[config.mk]
export PLATFORM = sky130hd
export DESIGN_NAME = gate_supervisor_watchdog_core
export DESIGN_NICKNAME = d
export VERILOG_FILES = /design/src/hw/rtl/gsw_pkg.sv /design/src/hw/rtl/gate_supervisor_watchdog_core.sv /design/src/hw/rtl/gsw_watchdog.sv /design/src/hw/rtl/gsw_gate.sv
export SDC_FILE = /design/constraint.sdc
export NUM_CORES = 1
export LEC_CHECK = 0
export ABC_AREA = 1
export BUFFER_PORTS_ARGS = -buffer_cell sky130_fd_sc_hd__buf_2
export CAP_MARGIN = 20
export CORE_ASPECT_RATIO = 1.4
export CORE_MARGIN = 2
export CORE_UTILIZATION = 62
export CTS_CLUSTER_DIAMETER = 80
export DETAILED_ROUTE_END_ITERATION = 12
export PLACE_DENSITY = 0.81
export SLEW_MARGIN = 10
export SYNTH_ARGS = -nofsm -noshare
export SYNTH_HDL_FRONTEND = slang
export SYNTH_SLANG_ARGS = --single-unit
[constraint.sdc]
create_clock -name clk_i -period 3.5 [get_ports clk_i]
set_input_delay 0.7 -clock clk_i [delete_from_list [all_inputs] [get_ports clk_i]]
set_output_delay 0.7 -clock clk_i [all_outputs]
set_load 0.01 [all_outputs]
[src/hw/rtl/gsw_pkg.sv]
// Shared types, constants and register codes for the gate supervisor watchdog.
package gsw_pkg;

  localparam int unsigned NUM_CHANNELS_DEF = 5;
  localparam int unsigned AGE_BITS_DEF     = 12;

  localparam int unsigned NUM_TIMEOUTS = 5;
  localparam int unsigned TIMEOUT_W    = 12;
  localparam int unsigned HOLD_W       = 16;
  localparam int unsigned STACK_W      = 16;
  localparam int unsigned KICK_W       = 5;

  localparam int unsigned CFG_ADDR_W  = 3;
  localparam int unsigned CFG_DATA_W  = 16;
  localparam int unsigned IN_TDATA_W  = 32;
  localparam int unsigned OUT_TDATA_W = 8;

  typedef enum logic [2:0] {
    FK_NONE  = 3'd0,
    FK_SIM   = 3'd1,
    FK_CH0   = 3'd2,
    FK_CH1   = 3'd3,
    FK_CH2   = 3'd4,
    FK_CH3   = 3'd5,
    FK_CH4   = 3'd6,
    FK_STACK = 3'd7
  } fault_kind_e;

  typedef enum logic [CFG_ADDR_W-1:0] {
    REG_TO_SENSOR  = 3'd0,
    REG_TO_SAFETY  = 3'd1,
    REG_TO_GATE    = 3'd2,
    REG_TO_LED     = 3'd3,
    REG_TO_DISPLAY = 3'd4,
    REG_HOLD_TIME  = 3'd5,
    REG_MIN_STACK  = 3'd6,
    REG_SIMULATE   = 3'd7
  } cfg_reg_e;

  typedef struct packed {
    logic                                  simulate;
    logic [STACK_W-1:0]                    min_stack;
    logic [HOLD_W-1:0]                     hold_time;
    logic [NUM_TIMEOUTS-1:0][TIMEOUT_W-1:0] timeout;
  } cfg_t;

  localparam cfg_t CFG_RST = '{
    simulate:  1'b0,
    min_stack: 16'd40,
    hold_time: 16'd3000,
    timeout:   {12'd1500, 12'd250, 12'd100, 12'd100, 12'd100}
  };

  typedef struct packed {
    logic        latched;
    fault_kind_e kind;
  } fault_t;

  // Input word, last field in the lowest bits.
  typedef struct packed {
    logic               gate_blocked;
    logic               hold_open;
    logic               allow_open;
    logic               safety_detected;
    logic [STACK_W-1:0] lowest_stack_free;
    logic [KICK_W-1:0]  kick_mask;
  } in_item_t;

  // Result word, last field in the lowest bits.
  typedef struct packed {
    fault_kind_e fault_kind;
    logic        fault_latched;
    logic        red_lamp;
    logic        green_lamp;
    logic        gate_is_open;
  } out_item_t;

  localparam int unsigned IN_ITEM_W  = $bits(in_item_t);
  localparam int unsigned OUT_ITEM_W = $bits(out_item_t);

endpackage

[src/hw/rtl/gate_supervisor_watchdog_core.sv]
// Top level of the gate supervisor watchdog: stream ports, registers, pipeline.
//
// Each input word is one millisecond tick and yields exactly one result word.
// The block takes one word per clock cycle when the result side keeps up; a
// word passes the input register, then the result register, and
// all per-tick work (age counters, timeout compares, fault priority, gate and
// hold timer update) is done combinationally between those registers.
// The result register lets a new word enter while an earlier result is still
// waiting to be taken. Configuration writes land at once and are meant to be
// made while no word is in flight. The fault latch is cleared only by reset.
module gate_supervisor_watchdog_core #(
  parameter int unsigned NUM_CHANNELS = gsw_pkg::NUM_CHANNELS_DEF,
  parameter int unsigned AGE_BITS     = gsw_pkg::AGE_BITS_DEF
) (
  input  logic                              clk_i,
  input  logic                              rst_ni,
  // kick_mask[4:0], lowest_stack_free[20:5], safety_detected[21],
  // allow_open[22], hold_open[23], gate_blocked[24], zero above
  input  logic [gsw_pkg::IN_TDATA_W-1:0]    s_axis_tdata,
  input  logic                              s_axis_tvalid,
  output logic                              s_axis_tready,
  // gate_is_open[0], green_lamp[1], red_lamp[2], fault_latched[3],
  // fault_kind[6:4], zero above
  output logic [gsw_pkg::OUT_TDATA_W-1:0]   m_axis_tdata,
  output logic                              m_axis_tvalid,
  input  logic                              m_axis_tready,
  input  logic                              cfg_we_i,
  input  logic [gsw_pkg::CFG_ADDR_W-1:0]    cfg_addr_i,
  input  logic [gsw_pkg::CFG_DATA_W-1:0]    cfg_wdata_i
);
  import gsw_pkg::*;

  cfg_t      cfg_q, cfg_d;
  in_item_t  in_q;
  logic      in_valid_q;
  out_item_t out_q, out_d;
  logic      out_valid_q;
  logic      adv;
  logic      s_acc;
  fault_t    fault_d, fault_q;
  logic      gate_open, green;

  // Configuration registers.
  always_comb begin
    cfg_d = cfg_q;
    if (cfg_we_i) begin
      case (cfg_addr_i)
        REG_TO_SENSOR:  cfg_d.timeout[0] = cfg_wdata_i[TIMEOUT_W-1:0];
        REG_TO_SAFETY:  cfg_d.timeout[1] = cfg_wdata_i[TIMEOUT_W-1:0];
        REG_TO_GATE:    cfg_d.timeout[2] = cfg_wdata_i[TIMEOUT_W-1:0];
        REG_TO_LED:     cfg_d.timeout[3] = cfg_wdata_i[TIMEOUT_W-1:0];
        REG_TO_DISPLAY: cfg_d.timeout[4] = cfg_wdata_i[TIMEOUT_W-1:0];
        REG_HOLD_TIME:  cfg_d.hold_time  = cfg_wdata_i[HOLD_W-1:0];
        REG_MIN_STACK:  cfg_d.min_stack  = cfg_wdata_i[STACK_W-1:0];
        REG_SIMULATE:   cfg_d.simulate   = cfg_wdata_i[0];
        default:        cfg_d = cfg_q;
      endcase
    end
  end

  always_ff @(posedge clk_i or negedge rst_ni) begin
    if (!rst_ni) begin
      cfg_q <= CFG_RST;
    end else begin
      cfg_q <= cfg_d;
    end
  end

  // A word advances from the input register when the result register is free
  // or being emptied in the same cycle.
  assign adv           = in_valid_q && (!out_valid_q || m_axis_tready);
  assign s_axis_tready = !in_valid_q || adv;
  assign s_acc         = s_axis_tvalid && s_axis_tready;

  always_ff @(posedge clk_i or negedge rst_ni) begin
    if (!rst_ni) begin
      in_valid_q  <= 1'b0;
      out_valid_q <= 1'b0;
    end else begin
      if (s_acc) begin
        in_valid_q <= 1'b1;
      end else if (adv) begin
        in_valid_q <= 1'b0;
      end
      if (adv) begin
        out_valid_q <= 1'b1;
      end else if (m_axis_tready) begin
        out_valid_q <= 1'b0;
      end
    end
  end

  always_ff @(posedge clk_i) begin
    if (s_acc) begin
      in_q <= in_item_t'(s_axis_tdata[IN_ITEM_W-1:0]);
    end
    if (adv) begin
      out_q <= out_d;
    end
  end

  gsw_watchdog #(
    .NUM_CHANNELS (NUM_CHANNELS),
    .AGE_BITS     (AGE_BITS)
  ) u_watchdog (
    .clk_i        (clk_i),
    .rst_ni       (rst_ni),
    .adv_i        (adv),
    .kick_i       (in_q.kick_mask),
    .stack_free_i (in_q.lowest_stack_free),
    .cfg_i        (cfg_q),
    .fault_d_o    (fault_d),
    .fault_q_o    (fault_q)
  );

  gsw_gate u_gate (
    .clk_i        (clk_i),
    .rst_ni       (rst_ni),
    .adv_i        (adv),
    .fault_mode_i (fault_d.latched),
    .safety_i     (in_q.safety_detected),
    .allow_i      (in_q.allow_open),
    .hold_i       (in_q.hold_open),
    .blocked_i    (in_q.gate_blocked),
    .hold_time_i  (cfg_q.hold_time),
    .gate_open_o  (gate_open),
    .green_o      (green)
  );

  always_comb begin
    out_d.gate_is_open  = gate_open;
    out_d.green_lamp    = green;
    out_d.red_lamp      = !green;
    out_d.fault_latched = fault_d.latched;
    out_d.fault_kind    = fault_d.kind;
  end

  assign m_axis_tvalid = out_valid_q;
  assign m_axis_tdata  = OUT_TDATA_W'(out_q);

  // The fault latch never drops once set.
  a_fault_sticky: assert property (@(posedge clk_i) disable iff (!rst_ni)
    fault_q.latched |=> fault_q.latched)
    else $error("fault latch cleared without reset");

  // A latched fault always carries a fault kind, and no kind exists without it.
  a_fault_kind: assert property (@(posedge clk_i) disable iff (!rst_ni)
    m_axis_tvalid |-> (out_q.fault_latched == (out_q.fault_kind != FK_NONE)))
    else $error("fault kind inconsistent with fault latch");

  // In fault mode the green lamp simply mirrors the gate position.
  a_fault_lamp: assert property (@(posedge clk_i) disable iff (!rst_ni)
    (m_axis_tvalid && out_q.fault_latched) |-> (out_q.green_lamp == out_q.gate_is_open))
    else $error("green lamp differs from gate in fault mode");

  // The lamps are always complementary.
  a_lamps: assert property (@(posedge clk_i) disable iff (!rst_ni)
    m_axis_tvalid |-> (out_q.red_lamp != out_q.green_lamp))
    else $error("red and green lamps not complementary");

endmodule

[src/hw/rtl/gsw_watchdog.sv]
// Per-channel heartbeat age counters and the prioritized fault latch.
module gsw_watchdog #(
  parameter int unsigned NUM_CHANNELS = gsw_pkg::NUM_CHANNELS_DEF,
  parameter int unsigned AGE_BITS     = gsw_pkg::AGE_BITS_DEF
) (
  input  logic                           clk_i,
  input  logic                           rst_ni,
  input  logic                           adv_i,
  input  logic [gsw_pkg::KICK_W-1:0]     kick_i,
  input  logic [gsw_pkg::STACK_W-1:0]    stack_free_i,
  input  gsw_pkg::cfg_t                  cfg_i,
  output gsw_pkg::fault_t                fault_d_o,
  output gsw_pkg::fault_t                fault_q_o
);
  import gsw_pkg::*;

  localparam int unsigned KPAD_W = (NUM_CHANNELS > KICK_W) ? NUM_CHANNELS : KICK_W;
  localparam int unsigned NCHK   = (NUM_CHANNELS < NUM_TIMEOUTS) ? NUM_CHANNELS : NUM_TIMEOUTS;
  localparam int unsigned CMP_W  = (AGE_BITS > TIMEOUT_W) ? AGE_BITS : TIMEOUT_W;

  logic [NUM_CHANNELS-1:0][AGE_BITS-1:0] age_q, age_d;
  logic [KPAD_W-1:0]                     kick_pad;
  logic [NUM_CHANNELS-1:0]               kick_vec;
  logic [2:0]                            code;
  fault_t                                fault_q, fault_d;

  assign kick_pad = KPAD_W'(kick_i);
  assign kick_vec = kick_pad[NUM_CHANNELS-1:0];

  always_comb begin
    for (int i = 0; i < NUM_CHANNELS; i++) begin
      if (kick_vec[i]) begin
        age_d[i] = '0;
      end else if (age_q[i] == {AGE_BITS{1'b1}}) begin
        age_d[i] = age_q[i];
      end else begin
        age_d[i] = age_q[i] + AGE_BITS'(1);
      end
    end
  end

  // Walk from the highest checked channel down so the lowest failing one wins.
  always_comb begin
    code = FK_NONE;
    if (cfg_i.simulate) begin
      code = FK_SIM;
    end else begin
      if (stack_free_i < cfg_i.min_stack) begin
        code = FK_STACK;
      end
      for (int i = NCHK - 1; i >= 0; i--) begin
        if (CMP_W'(age_d[i]) > CMP_W'(cfg_i.timeout[i])) begin
          code = FK_CH0 + 3'(i);
        end
      end
    end
  end

  always_comb begin
    fault_d = fault_q;
    if (code != FK_NONE) begin
      fault_d.latched = 1'b1;
      fault_d.kind    = fault_kind_e'(code);
    end
  end

  always_ff @(posedge clk_i or negedge rst_ni) begin
    if (!rst_ni) begin
      age_q   <= '0;
      fault_q <= '{latched: 1'b0, kind: FK_NONE};
    end else if (adv_i) begin
      age_q   <= age_d;
      fault_q <= fault_d;
    end
  end

  assign fault_d_o = fault_d;
  assign fault_q_o = fault_q;

endmodule

[src/hw/rtl/gsw_gate.sv]
// Gate position and hold timer, normal and fault mode.
module gsw_gate (
  input  logic                        clk_i,
  input  logic                        rst_ni,
  input  logic                        adv_i,
  input  logic                        fault_mode_i,
  input  logic                        safety_i,
  input  logic                        allow_i,
  input  logic                        hold_i,
  input  logic                        blocked_i,
  input  logic [gsw_pkg::HOLD_W-1:0]  hold_time_i,
  output logic                        gate_open_o,
  output logic                        green_o
);
  import gsw_pkg::*;

  logic              gate_q, gate_d;
  logic [HOLD_W-1:0] hold_q, hold_d, hold_inc;

  assign hold_inc = (hold_q == {HOLD_W{1'b1}}) ? hold_q : hold_q + HOLD_W'(1);

  always_comb begin
    gate_d  = gate_q;
    hold_d  = hold_q;
    green_o = 1'b0;
    if (fault_mode_i) begin
      // The hold timer is frozen once the gate follows the safety sensor.
      gate_d  = safety_i;
      green_o = safety_i;
    end else begin
      if (!gate_q) begin
        if (allow_i && !blocked_i) begin
          gate_d = 1'b1;
          hold_d = '0;
        end
      end else if (hold_i && !blocked_i) begin
        hold_d = '0;
      end else begin
        hold_d = hold_inc;
        if (hold_inc >= hold_time_i) begin
          gate_d = 1'b0;
        end
      end
      green_o = gate_d && !blocked_i;
    end
  end

  always_ff @(posedge clk_i or negedge rst_ni) begin
    if (!rst_ni) begin
      gate_q <= 1'b0;
      hold_q <= '0;
    end else if (adv_i) begin
      gate_q <= gate_d;
      hold_q <= hold_d;
    end
  end

  assign gate_open_o = gate_d;

endmodule

== Word level (Yosys, flattened, before mapping) ==
Cells that the tools add are included.
Word-level totals
  input port bits: 56
  flip-flop bits (word level): 208
Cells by class
  equality and inequality tests: 13
  multiplexer cells: 33
  magnitude comparators: 7
  reduce and logical (&&, ||, !) cells: 25
  add/sub/neg operators: 6
  bitwise operators: 1
Operators by type and width (number)
  two-way mux 12 bit: 10
  two-way mux 16 bit: 4
  adder 12 x 1 -> 12 bit, second input constant: 5
  == test 12 bit, second input constant: 5
  > comparator 12 bit: 5
  two-way mux 3 bit: 7
  adder 16 x 1 -> 16 bit, second input constant: 1
  == test 16 bit, second input constant: 1
  >= comparator 16 bit: 1
  < comparator 16 bit: 1
  AND reduction 2 bit: 8
  == test 3 bit, second input constant: 4
  two-way mux 1 bit: 11
  == test 3 x 2 -> 1 bit, second input constant: 2
  nonzero test 2 bit: 3
  logical AND 1 bit: 5
  logical NOT 1 bit: 4
  two-way mux 4 bit: 1
  == test 3 x 1 -> 1 bit, second input constant: 1
  logical NOT 3 bit: 1
  AND reduction 3 bit: 1
  nonzero test 3 bit: 1
  logical OR 1 bit: 2
  inverter 1 bit: 1

== Logic depth before layout (Yosys ltp) ==
  depth after elaboration: 16
  mapped depth: 31

== Hierarchy ==
From an unflattened synthesis, not the netlist that was laid out.
Second synthesis, totals
  cell total of the unflattened synthesis: 1582
  area, all modules: 12464.5 µm²
By module, submodules not included
  gsw_watchdog: times used 1, cells an instance 889, area an instance 6150.9 µm²
  gate_supervisor_watchdog_core: times used 1, cells an instance 463, area an instance 4753.3 µm²
  gsw_gate: times used 1, cells an instance 230, area an instance 1560.2 µm²

== Least setup slack after synthesis ==
No wires, ideal clock.
  path kind: register to register
  start: register u_watchdog.age_q[24] in the netlist's numbering
  end: register u_gate.hold_q[11]
  required time: 3383 ps
  arrival time: 3070 ps
  stages on the path, launching flop included: 25
  path slack: 313 ps
  library setup time: 117 ps
  clock period less this slack: 3187 ps
  cell sequence: dfrtp_1 ha_1 nand2_1 nor3_1 nand2_1 nor2_1 nand2_2 inv_1 a21oi_1 o21ai_0 nand2_1 inv_1 ha_1 a21oi_1 o21a_1 nand3_1 nand2_1 nand2_1 o21ai_2 nand2_2 nor2_4 nand3_4 buf_6 nand2_2 o21ai_2
RTL lines
  from (decl): line gsw_watchdog.sv:21  | logic [NUM_CHANNELS-1:0][AGE_BITS-1:0] age_q, age_d;
  from (signal assigned): line gsw_watchdog.sv:72  | age_q <= age_d;
  to (signal assigned): line gsw_gate.sv:54  | hold_q <= hold_d;
  to (decl): line gsw_gate.sv:18  | logic [HOLD_W-1:0] hold_q, hold_d, hold_inc;

==> flow_summary.yaml <==
routing:
  drt_wl_total_um: 30700
  num_vias: 10589
  drt-wirelength-per-cell_um: 16.3
  drt_iter0_drc: 890
  vias_per_cell: 5.63
  ant_nets: 0
  drc_errors: 0
  dr.pass1.iters: 7
layout:
  final_cells: 1881
  seqCellArea_mm2: 0.00541
  antenna_cells: 0
  multiInputGateArea_mm2: 0.00622
  final_cell_area_mm2: 0.0147
  final_nets: 1770
  drive_above_1_share_pct: 24.2
  area_delta_synth_final_pct: 22.7
  fillers: 1244
yosys:
  syn_inst: 1480
  netlist_area_mm2: 0.0120
  ys_types: 48
  yosysMostFrequentCell: "nand2_1"
  synth_seq_cells: 208
  synthFlopType: "dfrtp_1"
  syn_avg_cell_area_um2: 8.08
  mappedNetlistNets: 1633
  synth_commonest_cells: "nand2_1, inv_1, o21ai_0"
  yosys_warnings: 0
  ys_top_cells_by_area: "dfrtp_1, nand2_1, ha_1"
  synth_area_leader_cell: "dfrtp_1"
  ys_async_sr_fraction_pct: 84.6
  synth_edf_count: 32
  yosysSeqAreaShare_pct: 45.2
  yosysTopAreaCellShare_pct: 30.3
pwr:
  pwr-share-comb_pct: 25.5
  power_density_mw_per_mm2: 496
  power_mw: 7.28
  leakagePower_nw: 7.24
  p_clk_share_pct: 32.7
  seqPwrFrac_pct: 41.8
  p_sw_share_pct: 31.4
  switching_power_mw: 2.28
  peakVddDrop_v: 0.000517
  internal_power_mw: 5.00
clock_network:
  clkTransAtPathRegs_ns: 0.07
  h-tree-depth: 1
  clock_sinks: 208
  clk_path_buf_depth: 3
  cts_hold_buf: 0
  cts_tree: "done"
  cts_made_buffers: 22
  cts_root_buffer: "clkbuf_16"
  clkLatencyLatePin_ns: 0.51
timing:
  rsz0062_at_grt: "yes"
  max_freq_mhz: 277
  fin_skew_ns: 0.0139
  setup_viol: 24
  final_max_slew_viol_count: 0
  worst_slack_ns: -0.113
  period_minus_slack_ns: 3.61
  hold_viol_final: 0
  worst-slew-pin-transition_ns: 0.986
  slew_headroom_pct: 34.1
  finalCritPeriodShare_pct: 103
critical_path:
  arrival_ns: 3.88
  crit_fanout: 6
  cp_cell_sequence: "ha_2 -> nand3_2 -> nor2_2 -> nand3_2 -> inv_2 -> nand2_4 -> buf_4 -> a21oi_1 -> ha_1 -> nand2_1 -> nor2_2 -> and2_4 -> nand4_1 -> nand2_4 -> nand3_2 -> nand2_2 -> nand2_2 -> nand2_4 -> a21oi_4 -> nand4_1 -> o21ai_2 -> inv_1"
  critPathLaunchType: "flip-flop"
  crit_type: "flip-flop to flip-flop"
  max_stage_delay_ns: 0.36
  cp_slowest_cell: "dfrtp_1"
  crit_required_ns: 3.77
  cp-end-kind: "flip-flop"
placed_design:
  dp_hpwl_um: 19100
  gp_congestion: 0.875
  portBuffers: 57
  place_area_mm2: 0.0129
  place_inst: 1807
grt:
  grt_pass1_vias: 9966
  grt_pass1_wl_um: 46000
  grt_max_degree: 69
  antenna_found_initial: 0
  overflow: 0
  grt_usage_pct: 27.8
floorplanning:
  die_h_um: 168
  row_count: 60
  initial_core_util_pct: 62.7
  dieArea_mm2: 0.0204
  pin_count: 66
  die_width_um: 121
  core-area_mm2: 0.0191
flow_run:
  maxCapViolCount: 0
outcome:
  status: "finished with violations"
  violations: "negative setup slack"
worst_hold_path:
  hold_class: "input pin to asynchronous set/reset pin"
-- placed cells by master, fill, tap and decap left out, types with 5 or more instances in the layout --
master | Yosys | routed
clkbuf_16 | 0 | 27
buf_2 | 2 | 56
clkbuf_1 | 28 | 5
nand2_4 | 1 | 26
a21oi_2 | 1 | 9
dfstp_2 | 31 | 31
nor2_1 | 52 | 35
clkinv_2 | 1 | 5
dfrtp_1 | 145 | 143
nand2_2 | 10 | 32
inv_1 | 233 | 224
buf_4 | 1 | 76
nor3_4 | 1 | 5
o21ai_1 | 1 | 15
a21oi_1 | 76 | 67
clkbuf_8 | 0 | 5
o21ai_0 | 192 | 174
nor3_2 | 1 | 10
nand4_1 | 23 | 23
nor2_2 | 4 | 13
xor2_1 | 18 | 18
nand3_2 | 1 | 15
nand3_1 | 42 | 27
o21a_1 | 5 | 5
edfxtp_1 | 32 | 32
ha_1 | 97 | 86
ha_4 | 0 | 7
nor2_4 | 1 | 9
nand2_1 | 390 | 343
inv_2 | 2 | 11
o21ai_2 | 18 | 20
buf_6 | 3 | 13
nor3_1 | 31 | 18
-- per-layer routing --
layer,global-route usage (%),up-vias,wire length [um]
li1,-,5093,-
met1,34.9,5089,11900
met2,49.2,322,16100
met3,3.52,85,1590
met4,9.85,0,1110
met5,0,-,0
-- stage by stage --
stage / setup TNS [ns] / utilization (%) / setup WS [ns] / hold slack [ns]
after detailed placement: -2.65 / 67.5 / -0.288 / 0.473
after global placement: -0.396 / 67.5 / -0.151 / 0.466
after CTS: -0.0223 / 72.6 / -0.0223 / 0.224
after global routing: -7.73 / 77.0 / -0.369 / 0.244
after floorplan: 0 / - / 0.313 / 0.404
final: -1.86 / 77.0 / -0.113 / 0.191
-- critical path: cells and delay by family (launching register included) --
family | cells | cell delay, ns
buffers and inverters | 3 | 0.31
AND/OR/NAND/NOR | 14 | 1.43
adder cells (fa/ha/maj) | 2 | 0.50
flip-flops | 1 | 0.36
AO/OA/AOI/OAI | 3 | 0.73
-- final timing paths --
| kind | from | endpoint | depth (start not counted) | slack, ns |
|---|---|---|---|---|
| worst max-delay path | u_watchdog.age_q[48]$_DFFE_PN0P_ | m_axis_tdata[2]$_DFFE_PP_ | 22 | -0.11 |
| worst min-delay path | rst_ni | cfg_q[83]$_DFFE_PN0P_ | 1 | 0.19 |
| worst max register to register | u_watchdog.age_q[48]$_DFFE_PN0P_ | m_axis_tdata[2]$_DFFE_PP_ | 22 | -0.11 |
| worst min register to register | cfg_q[84]$_DFFE_PN0P_ | cfg_q[84]$_DFFE_PN0P_ | 2 | 0.48 |
| max in group asynchronous | rst_ni | cfg_q[39]$_DFFE_PN1P_ | 2 | 2.47 |
| min in group clk_i | s_axis_tdata[3] | in_q[3]$_DFFE_PP_ | 1 | 0.36 |
-- final cells by class --
cell class	instances	share of cell area, %
clock buffer	35	4.86
sequential	208	36.8
timing repair buffer	150	7.54
inverter	236	6.04
tap	248	2.11
clock inverter	5	0.188
multi-input combinational	999	42.4
-- flip-flops by register name, indices dropped and copies added (netlist names) --
signal / cells
cfg_q: 93
u_gate.hold_q: 16
m_axis_tvalid: 1
u_watchdog.fault_q_o: 4
u_watchdog.age_q: 60
m_axis_tdata: 7
in_valid_q: 1
u_gate.gate_q: 1
in_q: 25
-- power groups by stage --
stage	clock, mW	sequential, mW	combinational, mW
CTS	2.39	3.02	1.58
floorplan	0	3.04	0.980
finish	2.38	3.04	1.85
global route	2.50	3.08	2.06
detailed placement	0	3.06	1.50
global placement	0	3.05	1.43
-- kinds of logic after synthesis --
logic type      count (synthesis)  share of synthesized area (%)
other cells                     1                         0.0314
fa+ha+maj                      97                           10.1
buf+inv                       273                           8.82
flops                         208                           45.2
simple gates                  564                           19.8
compound gates                314                           14.2
xor+xnor                       23                           1.75
-- what timing repair did --
item / CTS / global route
hold endpoints to repair: 0 / 0
setup buffers: 7 / 24
cloned: 0 / 3
gates resized for setup: 48 / 159
endpoints found under the setup margin: 24 / 28
pin swaps: 19 / 43
(Power assumes the default switching activity.)
